## config.mk

```make
export PLATFORM = sky130hd
export DESIGN_NAME = glzw_front
export DESIGN_NICKNAME = d
export VERILOG_FILES = /design/src/rtl/glzw_pkg.sv /design/src/rtl/glzw_front.sv
export SDC_FILE = /design/constraint.sdc
export NUM_CORES = 1
export LEC_CHECK = 0
export BUFFER_PORTS_ARGS = -buffer_cell sky130_fd_sc_hd__clkbuf_2
export CORE_ASPECT_RATIO = 2
export CORE_MARGIN = 4
export CORE_UTILIZATION = 35
export DETAILED_ROUTE_END_ITERATION = 16
export PLACE_DENSITY = 0.63
export SYNTH_ARGS = -nofsm -noshare
export SYNTH_HDL_FRONTEND = slang
export SYNTH_SLANG_ARGS = --single-unit
```

## constraint.sdc

```tcl
create_clock -name aclk -period 2.8 [get_ports aclk]
set_input_delay 0.56 -clock aclk [delete_from_list [all_inputs] [get_ports aclk]]
set_output_delay 0.56 -clock aclk [all_outputs]
set_load 0.05 [all_outputs]
```

## src/rtl/glzw_pkg.sv

```systemverilog
// Shared types, constants and helpers for the GIF LZW pixel decoder.
// Used by glzw_front, glzw_back and gif_lzw_pixel_decoder; depends on nothing.
package glzw_pkg;

    localparam int TABLE_ENTRIES_DEF     = 4096;
    localparam int STACK_DEPTH_DEF       = 4096;
    localparam int BYTE_BUFFER_DEPTH_DEF = 256;
    localparam int MAX_CODE_BITS_DEF     = 12;

    localparam int CODE_W = 13;
    localparam int ACC_W  = 20;
    localparam int BC_W   = 5;
    localparam int ROOT_W = 4;

    localparam logic [CODE_W-1:0] NONE_CODE = 13'h1FFF;

    localparam logic [2:0] ST_OK    = 3'd0;
    localparam logic [2:0] ST_MORE  = 3'd1;
    localparam logic [2:0] ST_EOI   = 3'd2;
    localparam logic [2:0] ST_END   = 3'd3;
    localparam logic [2:0] ST_DROP  = 3'd4;

    typedef enum logic [1:0] {
        CMD_START = 2'd0,
        CMD_BYTE  = 2'd1,
        CMD_PIXEL = 2'd2,
        CMD_NOP   = 2'd3
    } cmd_t;

    typedef struct packed {
        cmd_t       cmd;
        logic [7:0] data;
    } item_t;

    // Clamps the minimum code size register to the legal range of 1 to 8.
    function automatic logic [ROOT_W-1:0] root_eff(input logic [ROOT_W-1:0] r);
        logic [ROOT_W-1:0] v;
        v = r;
        if (v < 4'd1) v = 4'd1;
        if (v > 4'd8) v = 4'd8;
        return v;
    endfunction

endpackage

```

## src/rtl/glzw_front.sv

```systemverilog
// Command front end: accepts items and queues them for the decode engine.
// Depends on glzw_pkg for the item type.
module glzw_front (
    input  logic               aclk,
    input  logic               aresetn,
    input  logic               in_valid,
    output logic               in_ready,
    input  logic [1:0]         in_cmd,
    input  logic [7:0]         in_data,
    output logic               q_valid,
    output glzw_pkg::item_t    q_item,
    input  logic               q_pop
);

    glzw_pkg::item_t slot_reg [2];
    logic       wr_ptr_reg, wr_ptr_next;
    logic       rd_ptr_reg, rd_ptr_next;
    logic [1:0] cnt_reg, cnt_next;
    logic       push, pop;
    glzw_pkg::item_t in_item;

    assign in_ready = (cnt_reg != 2'd2);
    assign q_valid  = (cnt_reg != 2'd0);
    assign q_item   = slot_reg[rd_ptr_reg];
    assign push     = in_valid && in_ready;
    assign pop      = q_pop && q_valid;

    always_comb begin
        in_item.cmd  = glzw_pkg::cmd_t'(in_cmd);
        in_item.data = in_data;
        wr_ptr_next  = push ? ~wr_ptr_reg : wr_ptr_reg;
        rd_ptr_next  = pop ? ~rd_ptr_reg : rd_ptr_reg;
        cnt_next     = 2'(cnt_reg + {1'b0, push} - {1'b0, pop});
    end

    always_ff @(posedge aclk) begin
        if (!aresetn) begin
            wr_ptr_reg <= 1'b0;
            rd_ptr_reg <= 1'b0;
            cnt_reg    <= 2'd0;
        end else begin
            wr_ptr_reg <= wr_ptr_next;
            rd_ptr_reg <= rd_ptr_next;
            cnt_reg    <= cnt_next;
        end
        if (push) begin
            slot_reg[wr_ptr_reg] <= in_item;
        end
    end

endmodule

```

==> metrics.cfg <==
[power]
power.density_nw_per_um2 = 1008
irDropWorstVdd_mv = 0.6172
p_leak_uw = 0.0004611

[sta]
fin_crit_sh_pct = 72.58
relSlewSlack_pct = 45.76
setup_viol = 0
setup_tns_ps = 0
layout_min_cycle_time_ps = 2032
fin_skew_ps = 6.452
drv_slew = 0
finalHoldViolCount = 0
grt_setup_unrepaired = false
max_clock_freq_mhz = 492.0
tightest_slew_ps = 810.5

[floorplan]
die_w_um = 44.91
dieHeight_um = 81.81
io_pins = 26
start_util_pct = 37.10
die-area_um2 = 3674
coreArea_um2 = 2570
rows = 26

[clocking]
clk_latency_ps = 260
cts_setup_buffers = 0
cts_tree = yes
cts_resized = 0
htreeDepth = 1
clk_pin_slew_ps = 80
cts-hold-fix-buffers = 0
cts_root_buffer = clkbuf_8
cts.path.max_buffers = 2
cts_sinks = 25
cts-buffers-inserted = 3

[min_path]
worstHoldStart = in_data[5]
hold_class = in -> reg

[cells_and_area]
n_fill_cell = 244
largest_reg_flops = 20
final_common_cell = clkbuf_2
fin_cells = 111
nets = 100
areaGrowthSynthToFinish_pct = 21.13
layout_common_cells = clkbuf_2 (25), edfxtp_1 (20), mux2_2 (10)
drive_gt1_share_pct = 49.40
diodes = 0
postLayoutCoreUtil_pct = 44.94

[setup_path]
crit_chain = mux2_2 > clkbuf_2
cp_num_buf_inv = 1
critPathSlowestCell = dfxtp_1
crit_path_start_kind = flip-flop
cp_top_family = flip-flops
cp_max_fo = 10
worst_r2r_startpoint = cnt_reg[0]
end_kind = output pin
cp.required_ps = 2240
max_stage_delay_ps = 590
critPathKind = reg -> out
worstPathArrival_ps = 1470

[detailed_routing]
drtPass1Iterations = 2
drt-vias-per-instance = 4.640
vias = 515
drc_errors = 0
antenna_left = 0
wl_per_cell_um = 13.49
wl_mm = 1.497
drt-initial-drc-count = 12

[yosys]
avgSynthCellArea_um2 = 17.33
ys_types = 16
seq_area_frac_synth_pct = 73.49
syn_area_um2 = 953.4
yosysWarnings = 0
synth_nets = 71
synthCells = 55
ys_seq_elements = 25

[run_status]
status = completed

[place]
dp.cells = 107
port-buffer-count = 25
gp_congestion = 0.6203

[run]
drv_cap = 0

[global_routing]
grt_pass1_wl_mm = 2.449
grt_max_degree = 15
overflow = 0
grt_pass1_vias = 557
grtUsageTotal_pct = 9.360
antenna_found_initial = 0

-- final timing paths --
path / endpoint / slack, ps / depth (start not counted)
setup / recovery: q_item[7] / 770 / 2
hold / removal: slot_reg[1][5] / 480 / 1
setup reg to reg: slot_reg[0][9] / 1150 / 3
hold reg to reg: wr_ptr_reg / 490 / 2
-- routing by layer --
metal / wire length [um] / global-route usage (%) / vias to the layer above
met5: 0 / 0 / -
met4: 31 / 5.279 / 0
met3: 81 / 2.193 / 4
met2: 866 / 17.29 / 15
met1: 518 / 8.964 / 242
li1: - / - / 254
-- synthesized netlist by cell type --
| cell type | count | share of area, % |
|---|---|---|
| and2_1 | 2 | 1.3 |
| and3_1 | 1 | 0.66 |
| buf_2 | 1 | 0.52 |
| dfxtp_1 | 5 | 10 |
| edfxtp_1 | 20 | 63 |
| ha_1 | 2 | 2.6 |
| inv_1 | 1 | 0.39 |
| mux2_2 | 10 | 12 |
| mux2i_1 | 1 | 1.0 |
| nand2_1 | 2 | 0.79 |
| nand2b_1 | 2 | 1.3 |
| nor2_1 | 1 | 0.39 |
| nor2b_1 | 2 | 1.3 |
| o21a_2 | 1 | 0.92 |
| or2_2 | 1 | 0.66 |
| xnor2_1 | 3 | 2.8 |
-- stage by stage --
stage               hold slack, ps  total power (uW)  area [um^2]  worst slack (ps)
global placement             479.3             966.5         1109              1032
floorplan                    454.9             882.5        953.4             814.3
detailed placement           487.0             977.5         1109              1013
CTS                          484.1              1181         1155             716.1
finish                       484.6              1164         1155             767.6
global route                 473.7              1235         1155             652.6
-- area by class of cell --
class | count | area, um^2 | area share [%]
multi-input cells | 28 | 244.0 | 21.13
flip-flops and latches | 25 | 700.7 | 60.67
inverters | 1 | 3.754 | 0.3250
clock inverters | 1 | 5.005 | 0.4334
clock buffers | 3 | 41.29 | 3.575
repair buffers | 25 | 125.1 | 10.83
well taps | 28 | 35.03 | 3.034
-- kinds of logic after synthesis --
group           synth area share [%]
buf+inv                       0.9178
compound gates                0.9188
fa+ha+maj                      2.624
flops                          73.49
mux                            12.86
simple gates                   6.431
xor+xnor                       2.756
-- power breakdown --
part           switching [uW]  total, uW  leakage, uW  internal, uW
registers                41.9        514     0.000228           472
logic                     302        447     0.000207           145
clock network             105        204    0.0000255          99.2
(Power assumes the default switching activity.)
